[config.mk]
export PLATFORM = sky130hd
export DESIGN_NAME = lidar_frame_parser_flat
export DESIGN_NICKNAME = d
export VERILOG_FILES = /design/src/sv/lfp_pkg.sv /design/src/sv/lfp_if.sv /design/src/sv/lidar_frame_parser.sv /design/src/flat_wrapper.sv
export VERILOG_INCLUDE_DIRS = /design/src /design/src/sv
export SDC_FILE = /design/constraint.sdc
export NUM_CORES = 1
export LEC_CHECK = 0
export BUFFER_PORTS_ARGS = -buffer_cell sky130_fd_sc_hd__buf_2
export CORE_MARGIN = 2
export CORE_UTILIZATION = 30
export CTS_CLUSTER_DIAMETER = 120
export DETAILED_ROUTE_END_ITERATION = 12
export HOLD_SLACK_MARGIN = 0.03
export PLACE_DENSITY_LB_ADDON = 0.12
export SYNTH_ARGS = -nofsm -noshare
export SYNTH_HDL_FRONTEND = slang
export SYNTH_SLANG_ARGS = --single-unit
export TNS_END_PERCENT = 30
[constraint.sdc]
create_clock -name clk -period 11.85 [get_ports clk]
set_input_delay 0.5925 -clock clk [delete_from_list [all_inputs] [get_ports clk]]
set_output_delay 0.5925 -clock clk [all_outputs]
set_load 0.01 [all_outputs]
[src/sv/lidar_frame_parser_assert.svh]
// assertion macros for the lidar frame parser
// clocked on clk, disabled while arst_n is low where noted
`ifndef LIDAR_FRAME_PARSER_ASSERT_SVH
`define LIDAR_FRAME_PARSER_ASSERT_SVH

`ifndef ASSERT_OFF
`define LFP_ASSERT(label, prop) \
	label: assert property (@(posedge clk) disable iff (!arst_n) prop) \
		else $error("lidar frame parser assertion failed");
`define LFP_ASSERT_ALWAYS(label, prop) \
	label: assert property (@(posedge clk) prop) \
		else $error("lidar frame parser assertion failed");
`else
`define LFP_ASSERT(label, prop)
`define LFP_ASSERT_ALWAYS(label, prop)
`endif

`endif

[src/sv/lfp_pkg.sv]
// shared types, constants and the crc-8 step of the lidar frame parser
// no dependencies
package lfp_pkg;

	localparam int POINTS_DEFAULT = 12;
	localparam int CFG_ADDR_W     = 8;
	localparam logic [15:0] ANGLE_WRAP = 16'd36000;

	localparam logic [7:0] POLY_RESET  = 8'h4D;
	localparam logic [7:0] SEED_RESET  = 8'hD8;
	localparam logic [7:0] HDR1_RESET  = 8'h54;
	localparam logic [7:0] HDR2_RESET  = 8'h2C;

	typedef enum logic [CFG_ADDR_W-1:0] {
		REG_CRC_POLY = 8'd0,
		REG_CRC_SEED = 8'd1,
		REG_HDR1     = 8'd2,
		REG_HDR2     = 8'd3
	} reg_addr_t;

	typedef enum logic [2:0] {
		PH_FIRST,
		PH_SECOND,
		PH_BODY,
		PH_CHECK,
		PH_DIVIDE,
		PH_READ,
		PH_LOAD
	} phase_t;

	// msb-first crc-8, no reflection
	function automatic logic [7:0] crc8_update(input logic [7:0] crc, input logic [7:0] b,
			input logic [7:0] poly);
		logic [7:0] v;
		v = crc ^ b;
		for (int k = 0; k < 8; k++) begin
			if (v[7]) begin
				v = {v[6:0], 1'b0} ^ poly;
			end else begin
				v = {v[6:0], 1'b0};
			end
		end
		return v;
	endfunction

endpackage

[src/sv/lfp_if.sv]
// channel interfaces of the lidar frame parser: received bytes, points, register writes
// uses lfp_pkg for the register address width
interface lfp_byte_if;
	logic       valid;
	logic       ready;
	logic [7:0] rx_byte;

	modport source (output valid, output rx_byte, input ready);
	modport sink (input valid, input rx_byte, output ready);
endinterface

interface lfp_point_if;
	logic        valid;
	logic        ready;
	logic [15:0] distance;
	logic [7:0]  intensity;
	logic [15:0] angle;
	logic [3:0]  point_index;
	logic [15:0] rotation_speed;
	logic [15:0] frame_time;
	logic        last_point;

	modport source (output valid, output distance, output intensity, output angle,
		output point_index, output rotation_speed, output frame_time, output last_point,
		input ready);
	modport sink (input valid, input distance, input intensity, input angle,
		input point_index, input rotation_speed, input frame_time, input last_point,
		output ready);
endinterface

interface lfp_cfg_if;
	logic                          valid;
	logic                          ready;
	logic [lfp_pkg::CFG_ADDR_W-1:0] addr;
	logic [7:0]                    data;

	modport source (output valid, output addr, output data, input ready);
	modport sink (input valid, input addr, input data, output ready);
endinterface

[src/sv/lidar_frame_parser.sv]
// lidar frame parser: one received byte per transaction in, up to one point per transaction out.
// a byte is taken every cycle while hunting or collecting a frame; after a good check byte
// the input stalls for the angle step (reciprocal multiply) and then for a point memory read and
// an output register load per point, longer while points are stalled. the first point is loaded
// into the output register in PH_LOAD, after PH_DIVIDE and PH_READ. reset clears
// the sync state and loads the register reset values; point memory and frame fields need no reset.
`include "lidar_frame_parser_assert.svh"

module lidar_frame_parser #(
	parameter int POINTS_PER_FRAME = lfp_pkg::POINTS_DEFAULT
) (
	input  logic       clk,
	input  logic       arst_n,
	lfp_byte_if.sink   rx,
	lfp_point_if.source points,
	lfp_cfg_if.sink    cfg
);
	import lfp_pkg::*;

	localparam int BODY_LEN = 3 * POINTS_PER_FRAME + 8;
	localparam int PTS_END  = 4 + 3 * POINTS_PER_FRAME;
	localparam int PW       = $clog2(BODY_LEN + 1);
	localparam int IW       = $clog2(POINTS_PER_FRAME);
	localparam int DIVISOR  = POINTS_PER_FRAME - 1;
	// reciprocal of the divisor, exact for any 16-bit span
	localparam int LOG_DIV  = $clog2(DIVISOR);
	localparam int RSHIFT   = 16 + LOG_DIV;
	localparam int RECIP    = ((1 << RSHIFT) + DIVISOR - 1) / DIVISOR;

	// registers
	logic [7:0] poly_q, seed_q, hdr1_q, hdr2_q;

	phase_t phase_q, phase_d;
	logic rx_ready, rx_fire, mem_rd, load_out;

	logic [PW-1:0] pos_q;
	logic [1:0]    pt_sub_q;
	logic [IW-1:0] pt_idx_q;
	logic [15:0]   asm_q;
	logic [7:0]    crc_q;
	logic [15:0]   speed_q, start_q, end_q, stamp_q;

	logic [23:0]   point_mem [POINTS_PER_FRAME];
	logic [23:0]   rdata_q;

	logic [15:0]   num_q;
	logic [15:0]   step_mod_q;
	logic [15:0]   ang_q;
	logic [IW-1:0] emit_idx_q;

	logic        out_valid_q;
	logic [15:0] out_dist_q, out_ang_q, out_speed_q, out_stamp_q;
	logic [7:0]  out_int_q;
	logic [3:0]  out_idx_q;
	logic        out_last_q;

	logic [7:0] b;
	assign b = rx.rx_byte;

	// configuration writes
	assign cfg.ready = 1'b1;

	always_ff @(posedge clk or negedge arst_n) begin
		if (!arst_n) begin
			poly_q <= POLY_RESET;
			seed_q <= SEED_RESET;
			hdr1_q <= HDR1_RESET;
			hdr2_q <= HDR2_RESET;
		end else if (cfg.valid) begin
			case (cfg.addr)
				REG_CRC_POLY: poly_q <= cfg.data;
				REG_CRC_SEED: seed_q <= cfg.data;
				REG_HDR1:     hdr1_q <= cfg.data;
				REG_HDR2:     hdr2_q <= cfg.data;
				default: ;
			endcase
		end
	end

	// angle span and reductions
	logic [16:0] diff_se;
	logic [15:0] span, start_mod, step_mod, ang_sum_red;
	logic [16:0] ang_sum;
	logic [47:0] step_prod;
	logic [15:0] step_quot;
	logic        last_idx;

	always_comb begin
		diff_se = {1'b0, start_q} - {1'b0, end_q};
		if (start_q <= end_q) begin
			span = end_q - start_q;
		end else if (diff_se <= {1'b0, ANGLE_WRAP}) begin
			span = 16'({1'b0, ANGLE_WRAP} - diff_se);
		end else begin
			span = '0;
		end
		start_mod = (start_q >= ANGLE_WRAP) ? (start_q - ANGLE_WRAP) : start_q;
		step_mod  = (num_q >= ANGLE_WRAP) ? (num_q - ANGLE_WRAP) : num_q;
		ang_sum   = {1'b0, ang_q} + {1'b0, step_mod_q};
		ang_sum_red = (ang_sum >= {1'b0, ANGLE_WRAP}) ? 16'(ang_sum - {1'b0, ANGLE_WRAP})
			: ang_sum[15:0];
		step_prod = 48'(num_q) * 48'(RECIP);
		step_quot = step_prod[RSHIFT +: 16];
		last_idx = (emit_idx_q == IW'(POINTS_PER_FRAME - 1));
	end

	// phase register
	always_ff @(posedge clk or negedge arst_n) begin
		if (!arst_n) begin
			phase_q <= PH_FIRST;
		end else begin
			phase_q <= phase_d;
		end
	end

	always_comb begin
		phase_d  = phase_q;
		rx_ready = 1'b0;
		mem_rd   = 1'b0;
		load_out = 1'b0;
		case (phase_q)
			PH_FIRST: begin
				rx_ready = 1'b1;
				if (rx.valid && b == hdr1_q) phase_d = PH_SECOND;
			end
			PH_SECOND: begin
				rx_ready = 1'b1;
				if (rx.valid) begin
					if (b == hdr2_q) begin
						phase_d = PH_BODY;
					end else if (b != hdr1_q) begin
						phase_d = PH_FIRST;
					end
				end
			end
			PH_BODY: begin
				rx_ready = 1'b1;
				if (rx.valid && pos_q == PW'(BODY_LEN - 1)) phase_d = PH_CHECK;
			end
			PH_CHECK: begin
				rx_ready = 1'b1;
				if (rx.valid) phase_d = (b == crc_q) ? PH_DIVIDE : PH_FIRST;
			end
			PH_DIVIDE: begin
				phase_d = PH_READ;
			end
			PH_READ: begin
				mem_rd  = 1'b1;
				phase_d = PH_LOAD;
			end
			PH_LOAD: begin
				if (!out_valid_q || points.ready) begin
					load_out = 1'b1;
					phase_d  = last_idx ? PH_FIRST : PH_READ;
				end
			end
			default: phase_d = PH_FIRST;
		endcase
	end

	assign rx.ready = rx_ready;
	assign rx_fire  = rx.valid && rx_ready;

	// body counters and crc
	logic in_points;
	assign in_points = (pos_q >= PW'(4)) && (pos_q < PW'(PTS_END));

	always_ff @(posedge clk or negedge arst_n) begin
		if (!arst_n) begin
			pos_q    <= '0;
			pt_sub_q <= '0;
			pt_idx_q <= '0;
			crc_q    <= '0;
		end else if (rx_fire) begin
			if (phase_q == PH_SECOND && b == hdr2_q) begin
				pos_q    <= '0;
				pt_sub_q <= '0;
				pt_idx_q <= '0;
				crc_q    <= seed_q;
			end else if (phase_q == PH_BODY) begin
				pos_q <= pos_q + PW'(1);
				crc_q <= crc8_update(crc_q, b, poly_q);
				if (in_points) begin
					if (pt_sub_q == 2'd2) begin
						pt_sub_q <= '0;
						pt_idx_q <= pt_idx_q + IW'(1);
					end else begin
						pt_sub_q <= pt_sub_q + 2'd1;
					end
				end
			end else if (phase_q == PH_CHECK) begin
				pos_q <= '0;
			end
		end
	end

	// frame fields, little endian
	logic [PW-1:0] rel_tail;
	assign rel_tail = pos_q - PW'(PTS_END);

	always_ff @(posedge clk) begin
		if (rx_fire && phase_q == PH_BODY) begin
			if (pos_q < PW'(2)) begin
				if (pos_q[0]) speed_q[15:8] <= b; else speed_q[7:0] <= b;
			end else if (pos_q < PW'(4)) begin
				if (pos_q[0]) start_q[15:8] <= b; else start_q[7:0] <= b;
			end else if (in_points) begin
				if (pt_sub_q == 2'd0) asm_q[7:0] <= b;
				if (pt_sub_q == 2'd1) asm_q[15:8] <= b;
			end else if (pos_q < PW'(PTS_END + 2)) begin
				if (rel_tail[0]) end_q[15:8] <= b; else end_q[7:0] <= b;
			end else begin
				if (rel_tail[0]) stamp_q[15:8] <= b; else stamp_q[7:0] <= b;
			end
		end
	end

	// point memory: whole entry written on the intensity byte
	always_ff @(posedge clk) begin
		if (rx_fire && phase_q == PH_BODY && in_points && pt_sub_q == 2'd2) begin
			point_mem[pt_idx_q] <= {b, asm_q};
		end
		if (mem_rd) begin
			rdata_q <= point_mem[emit_idx_q];
		end
	end

	// point counter
	always_ff @(posedge clk or negedge arst_n) begin
		if (!arst_n) begin
			emit_idx_q <= '0;
		end else begin
			if (rx_fire && phase_q == PH_CHECK) begin
				emit_idx_q <= '0;
			end else if (load_out) begin
				emit_idx_q <= emit_idx_q + IW'(1);
			end
		end
	end

	// angle step by reciprocal multiply, then the angle walk
	always_ff @(posedge clk) begin
		if (rx_fire && phase_q == PH_CHECK) begin
			num_q <= span;
			ang_q <= start_mod;
		end else if (phase_q == PH_DIVIDE) begin
			num_q <= step_quot;
		end else if (load_out) begin
			ang_q <= ang_sum_red;
		end
		if (phase_q == PH_READ) begin
			step_mod_q <= step_mod;
		end
	end

	// output register
	always_ff @(posedge clk or negedge arst_n) begin
		if (!arst_n) begin
			out_valid_q <= 1'b0;
		end else if (load_out) begin
			out_valid_q <= 1'b1;
		end else if (points.ready) begin
			out_valid_q <= 1'b0;
		end
	end

	always_ff @(posedge clk) begin
		if (load_out) begin
			out_dist_q  <= rdata_q[15:0];
			out_int_q   <= rdata_q[23:16];
			out_ang_q   <= ang_q;
			out_idx_q   <= 4'(emit_idx_q);
			out_speed_q <= speed_q;
			out_stamp_q <= stamp_q;
			out_last_q  <= last_idx;
		end
	end

	assign points.valid          = out_valid_q;
	assign points.distance       = out_dist_q;
	assign points.intensity      = out_int_q;
	assign points.angle          = out_ang_q;
	assign points.point_index    = out_idx_q;
	assign points.rotation_speed = out_speed_q;
	assign points.frame_time     = out_stamp_q;
	assign points.last_point     = out_last_q;

	`LFP_ASSERT(a_angle_range, points.valid |-> (points.angle < ANGLE_WRAP))
	`LFP_ASSERT(a_last_index, (points.valid && points.last_point) |-> (points.point_index == 4'(POINTS_PER_FRAME - 1)))
	`LFP_ASSERT(a_pos_range, (phase_q == PH_BODY) |-> (pos_q < PW'(BODY_LEN)))
	`LFP_ASSERT(a_load_after_read, (phase_q == PH_LOAD) |-> ($past(phase_q) == PH_READ || $past(phase_q) == PH_LOAD))
	`LFP_ASSERT_ALWAYS(a_no_input_while_emit, (phase_q == PH_DIVIDE || phase_q == PH_READ || phase_q == PH_LOAD) |-> !rx.ready)

endmodule

[src/flat_wrapper.sv]
// flat-port wrapper written by rule: the top's interface ports become plain ports
module lidar_frame_parser_flat import lfp_pkg::*;
#(
	parameter int POINTS_PER_FRAME = lfp_pkg::POINTS_DEFAULT
)
  (clk, arst_n, rx_valid, rx_rx_byte, rx_ready, points_valid, points_distance, points_intensity, points_angle, points_point_index, points_rotation_speed, points_frame_time, points_last_point, points_ready, cfg_valid, cfg_addr, cfg_data, cfg_ready);
  lfp_byte_if rx_i ();
  lfp_point_if points_i ();
  lfp_cfg_if cfg_i ();
  input  logic clk;
  input  logic arst_n;
  input wire logic [$bits(rx_i.valid)-1:0] rx_valid;
  input wire logic [$bits(rx_i.rx_byte)-1:0] rx_rx_byte;
  output wire logic [$bits(rx_i.ready)-1:0] rx_ready;
  output wire logic [$bits(points_i.valid)-1:0] points_valid;
  output wire logic [$bits(points_i.distance)-1:0] points_distance;
  output wire logic [$bits(points_i.intensity)-1:0] points_intensity;
  output wire logic [$bits(points_i.angle)-1:0] points_angle;
  output wire logic [$bits(points_i.point_index)-1:0] points_point_index;
  output wire logic [$bits(points_i.rotation_speed)-1:0] points_rotation_speed;
  output wire logic [$bits(points_i.frame_time)-1:0] points_frame_time;
  output wire logic [$bits(points_i.last_point)-1:0] points_last_point;
  input wire logic [$bits(points_i.ready)-1:0] points_ready;
  input wire logic [$bits(cfg_i.valid)-1:0] cfg_valid;
  input wire logic [$bits(cfg_i.addr)-1:0] cfg_addr;
  input wire logic [$bits(cfg_i.data)-1:0] cfg_data;
  output wire logic [$bits(cfg_i.ready)-1:0] cfg_ready;
  assign rx_i.valid = rx_valid;
  assign rx_i.rx_byte = rx_rx_byte;
  assign rx_ready = rx_i.ready;
  assign points_valid = points_i.valid;
  assign points_distance = points_i.distance;
  assign points_intensity = points_i.intensity;
  assign points_angle = points_i.angle;
  assign points_point_index = points_i.point_index;
  assign points_rotation_speed = points_i.rotation_speed;
  assign points_frame_time = points_i.frame_time;
  assign points_last_point = points_i.last_point;
  assign points_i.ready = points_ready;
  assign cfg_i.valid = cfg_valid;
  assign cfg_i.addr = cfg_addr;
  assign cfg_i.data = cfg_data;
  assign cfg_ready = cfg_i.ready;
  lidar_frame_parser #(.POINTS_PER_FRAME(POINTS_PER_FRAME)) u_core (.clk(clk), .arst_n(arst_n), .rx(rx_i), .points(points_i), .cfg(cfg_i));
endmodule
==> results of run 1 <==
[cells by family after synthesis]
kind of cell	after synthesis	synth area share [%]
DFF	577	55.62
other	1	0.01224
and+or+nand+nor	386	6.055
muxes	133	7.415
xor gates and xnor gates	164	4.944
adders and majority gates	314	15.25
buffers and inverters	325	4.218
AOI/OAI and AO/OA	311	6.492
[cell usage in the layout (no fill, tap or decap), types with 10 or more instances in the layout]
master / netlist / routed
and2_1: 16 / 16
ha_1: 215 / 215
mux2_2: 32 / 32
o31ai_1: 10 / 10
fa_1: 99 / 99
xor2_1: 44 / 44
dfrtp_1: 46 / 42
inv_1: 260 / 260
nor2_1: 61 / 60
o21a_1: 11 / 11
a21oi_1: 75 / 75
mux2i_1: 29 / 29
clkbuf_1: 44 / 12
nor3_1: 31 / 30
buf_2: 1 / 107
dfstp_2: 14 / 14
clkbuf_16: 0 / 71
nor2b_1: 14 / 14
o21ai_1: 11 / 12
and3_1: 21 / 20
clkinv_1: 0 / 17
nand3_1: 30 / 30
edfxtp_1: 517 / 517
o21ai_0: 88 / 87
a21o_1: 31 / 31
mux4_2: 72 / 72
nand2_1: 151 / 151
nand2b_1: 10 / 10
buf_4: 5 / 33
xnor2_1: 112 / 112
clkinv_2: 0 / 10
[synth_stat cells, types with 44 or more instances]
library cell / count / area, um^2
edfxtp_1: 517 / 15520
inv_1: 260 / 975.9
ha_1: 215 / 2690
nand2_1: 151 / 566.8
xnor2_1: 112 / 980.9
fa_1: 99 / 1982
o21ai_0: 88 / 440.4
a21oi_1: 75 / 375.4
mux4_2: 72 / 1622
nor2_1: 61 / 229.0
dfrtp_1: 46 / 1151
clkbuf_1: 44 / 165.2
xor2_1: 44 / 385.4
[power by group]
part / internal (mW) / switching [mW] / leakage, nW
clock: 1.20 / 0.861 / 1.08
combinational: 0.315 / 0.322 / 6.94
sequential: 2.23 / 0.0668 / 5.40
total: 3.74 / 1.25 / 13.4
[worst paths after layout]
check                           depth (start not counted)                             endpoint  slack (ps)                         from
max in group asynchronous                               2     u_core.emit_idx_q[0]$_DFFE_PN0P_       11090                       arst_n
worst min-delay path                                    2         u_core.hdr2_q[7]$_DFFE_PN0P_         140                       arst_n
worst max register to register                         22            u_core.num_q[7]$_DFFE_PP_        4920   u_core.num_q[12]$_DFFE_PP_
min in group clk                                        2         u_core.seed_q[0]$_DFFE_PN0P_         270                  cfg_data[0]
worst min register to register                          0  u_core.points.distance[0]$_DFFE_PP_         410  u_core.rdata_q[0]$_DFFE_PP_
worst max-delay path                                   22            u_core.num_q[7]$_DFFE_PP_        4920   u_core.num_q[12]$_DFFE_PP_
[per-stage QoR]
step	util (%)	hold slack, ps	power, mW	setup WS (ps)	std cells
6_report	34.53	136.3	4.994	4922	3781
4_1_cts	34.53	132.1	5.087	4888	3779
3_5_place_dp	32.36	404.5	2.999	4911	3654
5_1_grt	34.53	175.6	5.215	4580	3779
2_1_floorplan	-	296.9	2.809	5718	2211
3_3_place_gp	32.36	401.4	2.998	4945	3654
[metal layers]
| layer | wire length (um) | part of all wire, % | GRT usage, % |
|---|---|---|---|
| met2 | 37080 | 49 | 25.10 |
| met5 | 0 | 0 | 0 |
| met3 | 2146 | 2.8 | 2.191 |
| met1 | 35410 | 46 | 20.11 |
| met4 | 1761 | 2.3 | 4.331 |
[sequential cells by signal, summed over array words and instances (netlist names), 6 cells and up]
name / count
u_core.poly_q: 8
u_core.rdata_q: 24
u_core.start_q: 16
u_core.points.rotation_speed: 16
u_core.stamp_q: 16
u_core.ang_q: 16
u_core.step_mod_q: 16
u_core.points.frame_time: 16
u_core.pos_q: 6
u_core.points.distance: 16
u_core.hdr2_q: 8
u_core.point_mem: 288
u_core.points.intensity: 8
u_core.crc_q: 8
u_core.end_q: 16
u_core.hdr1_q: 8
u_core.points.angle: 16
u_core.speed_q: 16
u_core.num_q: 16
u_core.seed_q: 8
u_core.asm_q: 16
[layout make-up]
class | count | area (um^2) | share of cell area (%)
Clock buffer | 87 | 1877 | 5.350
Sequential cell | 577 | 17050 | 48.61
Multi-Input combinational cell | 1309 | 12350 | 35.20
Timing Repair Buffer | 140 | 783.3 | 2.233
Inverter | 260 | 975.9 | 2.782
Antenna cell | 2 | 5.005 | 0.01427
Clock inverter | 38 | 327.8 | 0.9344
Tap cell | 1368 | 1712 | 4.879
[worst max-delay path, stage by stage, from the launching register on]
cell       delay, ps
edfxtp_1         850
fa_1             520
ha_1             300
inv_1             60
fa_1             490
inv_1             50
fa_1             460
fa_1             540
inv_1             50
fa_1             530
inv_1             50
ha_1             310
a21o_1           180
a211o_1          300
o2111ai_1        180
o21ai_0          310
a31o_2           410
a221o_1          340
a21oi_1          230
inv_1             60
a21oi_1          180
xor2_1           160
o22ai_1           90
==> summary.txt, run 1 <==
Clock network
  – CTS tree: yes
  – TritonCTS Sinks: 577
  – CTS Buf Count: 70
  – CTS HTree Levels: 3
  – Clock root cell: clkbuf_16
  – Worst-skew pair later-pin latency: 640 ps
  – # resized after CTS: 0
  – Max clock buf depth: 3
  – Hold_buf cts: 0
  – Clock slew at reported path FFs: 60 ps
  – Setup Buffers After CTS: 0

Floorplan
  – Die Y: 323.6 um
  – FP Rows: 117
  – Num ports: 109
  – Initial Utilization: 30.16%
  – Total core area: 101600 um^2
  – Die area: 104700 um^2
  – Die width: 323.6 um

Global route
  – Tot GR Track Use: 14.96%
  – Initial antenna violation count: 2
  – GRT overflow: 0
  – First-pass GRT wire length: 117200 um
  – Vias in the first global route: 18852
  – Largest net degree at the start of global routing: 61

Synthesis
  – Post-synth cell types: 84
  – Ys Warns: 0
  – Synthesized area: 30640 um^2
  – Number of synthesized flops with an enable pin: 517
  – Post-synthesis sequential area ratio: 55.62%
  – Post-Syn Instances: 2211
  – Mean Syn Cell Area: 13.86 um^2
  – Async set-reset flop share out of synthesis: 10.40%
  – Top_reg_cell synth: edfxtp_1
  – Synthesized flop and latch total: 577
  – Syn nets: 2554

Detailed routing
  – Drt pass-1 iters: 5
  – Vias: 17538
  – DRC viols: 0
  – Antenna Nets Post-Route: 0
  – DR WL/cell: 20.21 um
  – Post-Route WL: 76400 um
  – Drt via density: 4.638
  – Initial DRC count: 1002

Placed design
  – Post-detail-place hpwl: 50560 um
  – DP Area: 32870 um^2
  – RePlAce Congestion: 0.8119
  – # port buffers: 107

Timing
  – RSZ-0062 raised after global routing: false
  – Fin Clk Skew: 37.72 ps
  – Max Fclk: 144.3 MHz
  – Final period utilization: 58.47%
  – Final min period: 6928 ps
  – Final setup TNS: 0 ps
  – Fin. Hold Viols: 0
  – Slew Limit Fails: 0
  – Worst slew margin: 20.00%
  – Slew @ Worst Pin: 1191 ps
  – Final setup vio count: 0

Cells and area
  – Area Growth Syn to Fin: 14.48%
  – Share of post-route cells with drive strength above 1: 16.13%
  – Filler Cells Inserted: 10033
  – Design area: 35080 um^2
  – # nets final: 2701

Setup path
  – Worst Path Arrival: 7280 ps
  – Critical path fanouts, max: 12
  – Worst EP required: 12210 ps
  – Worst setup EP type: register
  – Critical path type: register to register
  – Crit path launch type: register

Run
  – Max-cap viol count: 0

Min path
  – Hold Crit Class: primary input to asynchronous set/reset pin

Power
  – Pwr dens: 142.4 nW/um^2
  – Leakage: 13.42 nW
  – Worst IR drop on VDD: 0.08219 mV

Status
  – Status: completed
(Power assumes the default switching activity.)
==> run 2: changes to the inputs <==
==> constraint.sdc (replaced) <==
create_clock -name clk -period 6.7 [get_ports clk]
set_input_delay 0.335 -clock clk [delete_from_list [all_inputs] [get_ports clk]]
set_output_delay 0.335 -clock clk [all_outputs]
set_load 0.01 [all_outputs]
==> summary.txt, run 2 (synthesis gave the netlist of run 1 again) <==
Status
  – Status: completed (unchanged)

Cells and area
  – Design area: 35550 um^2 (was 35080 um^2)
  – Filler Cells Inserted: 9952 (was 10033)
  – Multi-input gate area: 12370 um^2 (was 12350 um^2)
  – Max reg flops: 288 (unchanged)
  – Reg with most FFs: u_core.point_mem (unchanged)
  – Largest regs: u_core.point_mem x288, u_core.rdata_q x24 (unchanged)
  – Storage cell area: 17050 um^2 (unchanged)
  – Most common library cell in the layout ignoring fill and taps: edfxtp_1 (unchanged)
  – Area Growth Syn to Fin: 15.99% (was 14.48%)
  – Share of post-route cells with drive strength above 1: 17.71% (was 16.13%)
  – # nets final: 2736 (was 2701)
  – Most frequent cells in the layout: edfxtp_1, inv_1, ha_1 (unchanged)

Timing
  – Final period utilization: 95.23% (was 58.47%)
  – Fin Clk Skew: 30.83 ps (was 37.72 ps)
  – Final min period: 6381 ps (was 6928 ps)
  – Max Fclk: 156.7 MHz (was 144.3 MHz)
  – Slew Limit Fails: 0 (unchanged)
  – Setup WS post-layout: 319.4 ps (was 4922 ps)
  – Final setup vio count: 0 (unchanged)
  – Fin. Hold Viols: 0 (unchanged)
  – Worst slew margin: 21.29% (was 20.00%)
  – RSZ-0062 raised after global routing: false (unchanged)
  – Final setup TNS: 0 ps (unchanged)
  – Slew @ Worst Pin: 1172 ps (was 1191 ps)

Min path
  – Hold path start: cfg_data[5]
  – Hold Crit Class: primary input to register (was primary input to asynchronous set/reset pin)

Setup path
  – Worst Path Arrival: 6750 ps (was 7280 ps)
  – Worst setup EP type: register (unchanged)
  – Critical path type: register to register (unchanged)
  – Worst EP required: 7070 ps (was 12210 ps)
  – Crit path launch type: register (unchanged)
  – WP depth: 23 (was 22)
  – R2R setup slack: 320 ps (was 4920 ps)
  – Bufs and invs on worst path: 5 (unchanged)
  – Critical path fanouts, max: 4 (was 12)
  – Reg-to-reg endpoint: u_core.num_q[7]$_DFFE_PP_ (unchanged)
  – Reg2Reg Depth: 23 (was 22)
  – Max stage delay on crit path: 550 ps (was 850 ps)
  – CP startpoint: u_core.num_q[12]$_DFFE_PP_ (unchanged)
  – CP delay by family, top: adder cells (unchanged)
  – Most used cell, CP: fa_1
  – Slowest-stage cell, CP: fa_1 (was edfxtp_1)
  – Cells along the critical path: buf_4, fa_1, ha_1, ha_1, fa_1, fa_1, inv_1, fa_1, inv_1, ha_1, and4_1, a221oi_2, nor2b_1, o21ai_0, o21ai_1, buf_4, a31o_2, a221o_1, a21oi_2, inv_1, a21oi_2, xor2_1, o22ai_1 (was fa_1, ha_1, inv_1, fa_1, inv_1, fa_1, fa_1, inv_1, fa_1, inv_1, ha_1, a21o_1, a211o_1, o2111ai_1, o21ai_0, a31o_2, a221o_1, a21oi_1, inv_1, a21oi_1, xor2_1, o22ai_1)
  – Critical Path End: u_core.num_q[7]$_DFFE_PP_ (unchanged)
  – Reg2reg start: u_core.num_q[12]$_DFFE_PP_ (unchanged)

Global route
  – First-pass GRT wire length: 119900 um (was 117200 um)
  – GRT busiest layer: met2 (unchanged)
  – Vias in the first global route: 19042 (was 18852)
  – Largest net degree at the start of global routing: 61 (unchanged)
  – Initial antenna violation count: 1 (was 2)
  – GR Layer Usage met2: 26.00% (was 25.10%)
  – Met3 Use GR: 2.191% (unchanged)
  – Tot GR Track Use: 15.38% (was 14.96%)
  – GRT overflow: 0 (unchanged)
  – M1 GR Usage: 20.75% (was 20.11%)

Clock network
  – Clock root cell: clkbuf_16 (unchanged)
  – CTS Buf Count: 70 (unchanged)
  – Clock slew at reported path FFs: 60 ps (about the same)
  – CTS tree: yes (unchanged)
  – Max clock buf depth: 3 (unchanged)
  – CTS HTree Levels: 3 (unchanged)
  – TritonCTS Sinks: 577 (unchanged)
  – Worst-skew pair later-pin latency: 650 ps (was 640 ps)

Placed design
  – RePlAce Congestion: 0.8285 (was 0.8119)
  – DP Area: 33050 um^2 (was 32870 um^2)
  – # port buffers: 107 (unchanged)
  – Post-detail-place hpwl: 52320 um (was 50560 um)
  – Pre-CTS setup slack: 161.4 ps (was 4911 ps)

Detailed routing
  – Drt pass-1 iters: 5 (unchanged)
  – DR WL/cell: 20.47 um (was 20.21 um)
  – Antenna Nets Post-Route: 0 (unchanged)
  – Post-Route WL: 78180 um (was 76400 um)
  – Vias: 17830 (was 17538)
  – DRC viols: 0 (unchanged)
  – Drt via density: 4.668 (was 4.638)
  – Initial DRC count: 1074 (was 1002)

Floorplan
  – Num ports: 109 (unchanged)
  – Initial Utilization: 30.16% (unchanged)
  – Die area: 104700 um^2 (unchanged)
  – FP Rows: 117 (unchanged)
  – Die Y: 323.6 um (unchanged)
  – Total core area: 101600 um^2 (unchanged)
  – Die width: 323.6 um (unchanged)

Power
  – Pwr dens: 255.5 nW/um^2 (was 142.4 nW/um^2)
  – Worst IR drop on VDD: 0.1871 mV (was 0.08219 mV)
  – Leakage: 13.65 nW (was 13.42 nW)

Run
  – Max-cap viol count: 0 (unchanged)
[run 2: repair_timing]
action | in CTS | in global routing
endpoints found under the hold margin | 64 | 0
buffers inserted | 0 | 4
hold buffers | 7 | 0
setup endpoints to repair | 0 | 3
gates resized for setup | 0 | 6
[run 2: stage by stage]
stage | util, % | total power [mW] | std cells | hold slack, ps
2_1_floorplan | - | 4.969 | 2211 | 39.41
3_3_place_gp | 32.53 | 5.315 | 3678 | 400.8
3_5_place_dp | 32.53 | 5.319 | 3678 | 404.5
4_1_cts | 34.92 | 9.241 | 3815 | 35.37
5_1_grt | 34.98 | 9.487 | 3819 | 49.78
6_report | 34.99 | 9.083 | 3820 | 69.87
[run 2: where the power goes]
part / switching, mW / internal [mW] / total [mW]
registers: 0.153 / 3.95 / 4.10
clock network: 1.62 / 2.25 / 3.86
logic: 0.554 / 0.566 / 1.12
[run 2: how the worst min path moves through the flow]
stage,end,slack [ps],cells past startpoint
6_report,u_core.hdr2_q[5]$_DFFE_PN1P_,70,2
3_5_place_dp,u_core.points.frame_time[2]$_DFFE_PP_,400,0
5_1_grt,u_core.hdr1_q[5]$_DFFE_PN0P_,50,2
4_1_cts,u_core.hdr2_q[5]$_DFFE_PN1P_,40,2
3_3_place_gp,u_core.points.frame_time[7]$_DFFE_PP_,400,0
2_1_floorplan,u_core.crc_q[0]$_DFFE_PN0P_,40,0
[run 2: area by class of cell]
type / instances / area share (%)
flip-flops and latches: 577 / 47.98
well taps: 1368 / 4.815
diodes: 1 / 0.007040
repair buffers: 175 / 3.027
multi-input cells: 1309 / 34.80
clock buffers: 83 / 5.065
clock inverters: 47 / 1.566
inverters: 260 / 2.746
[run 2: layer usage]
layer / up-vias / wire length, um
li1: 8355 / -
met4: 0 / 1394
met3: 78 / 2466
met2: 273 / 38090
met5: - / 0
met1: 9124 / 36230
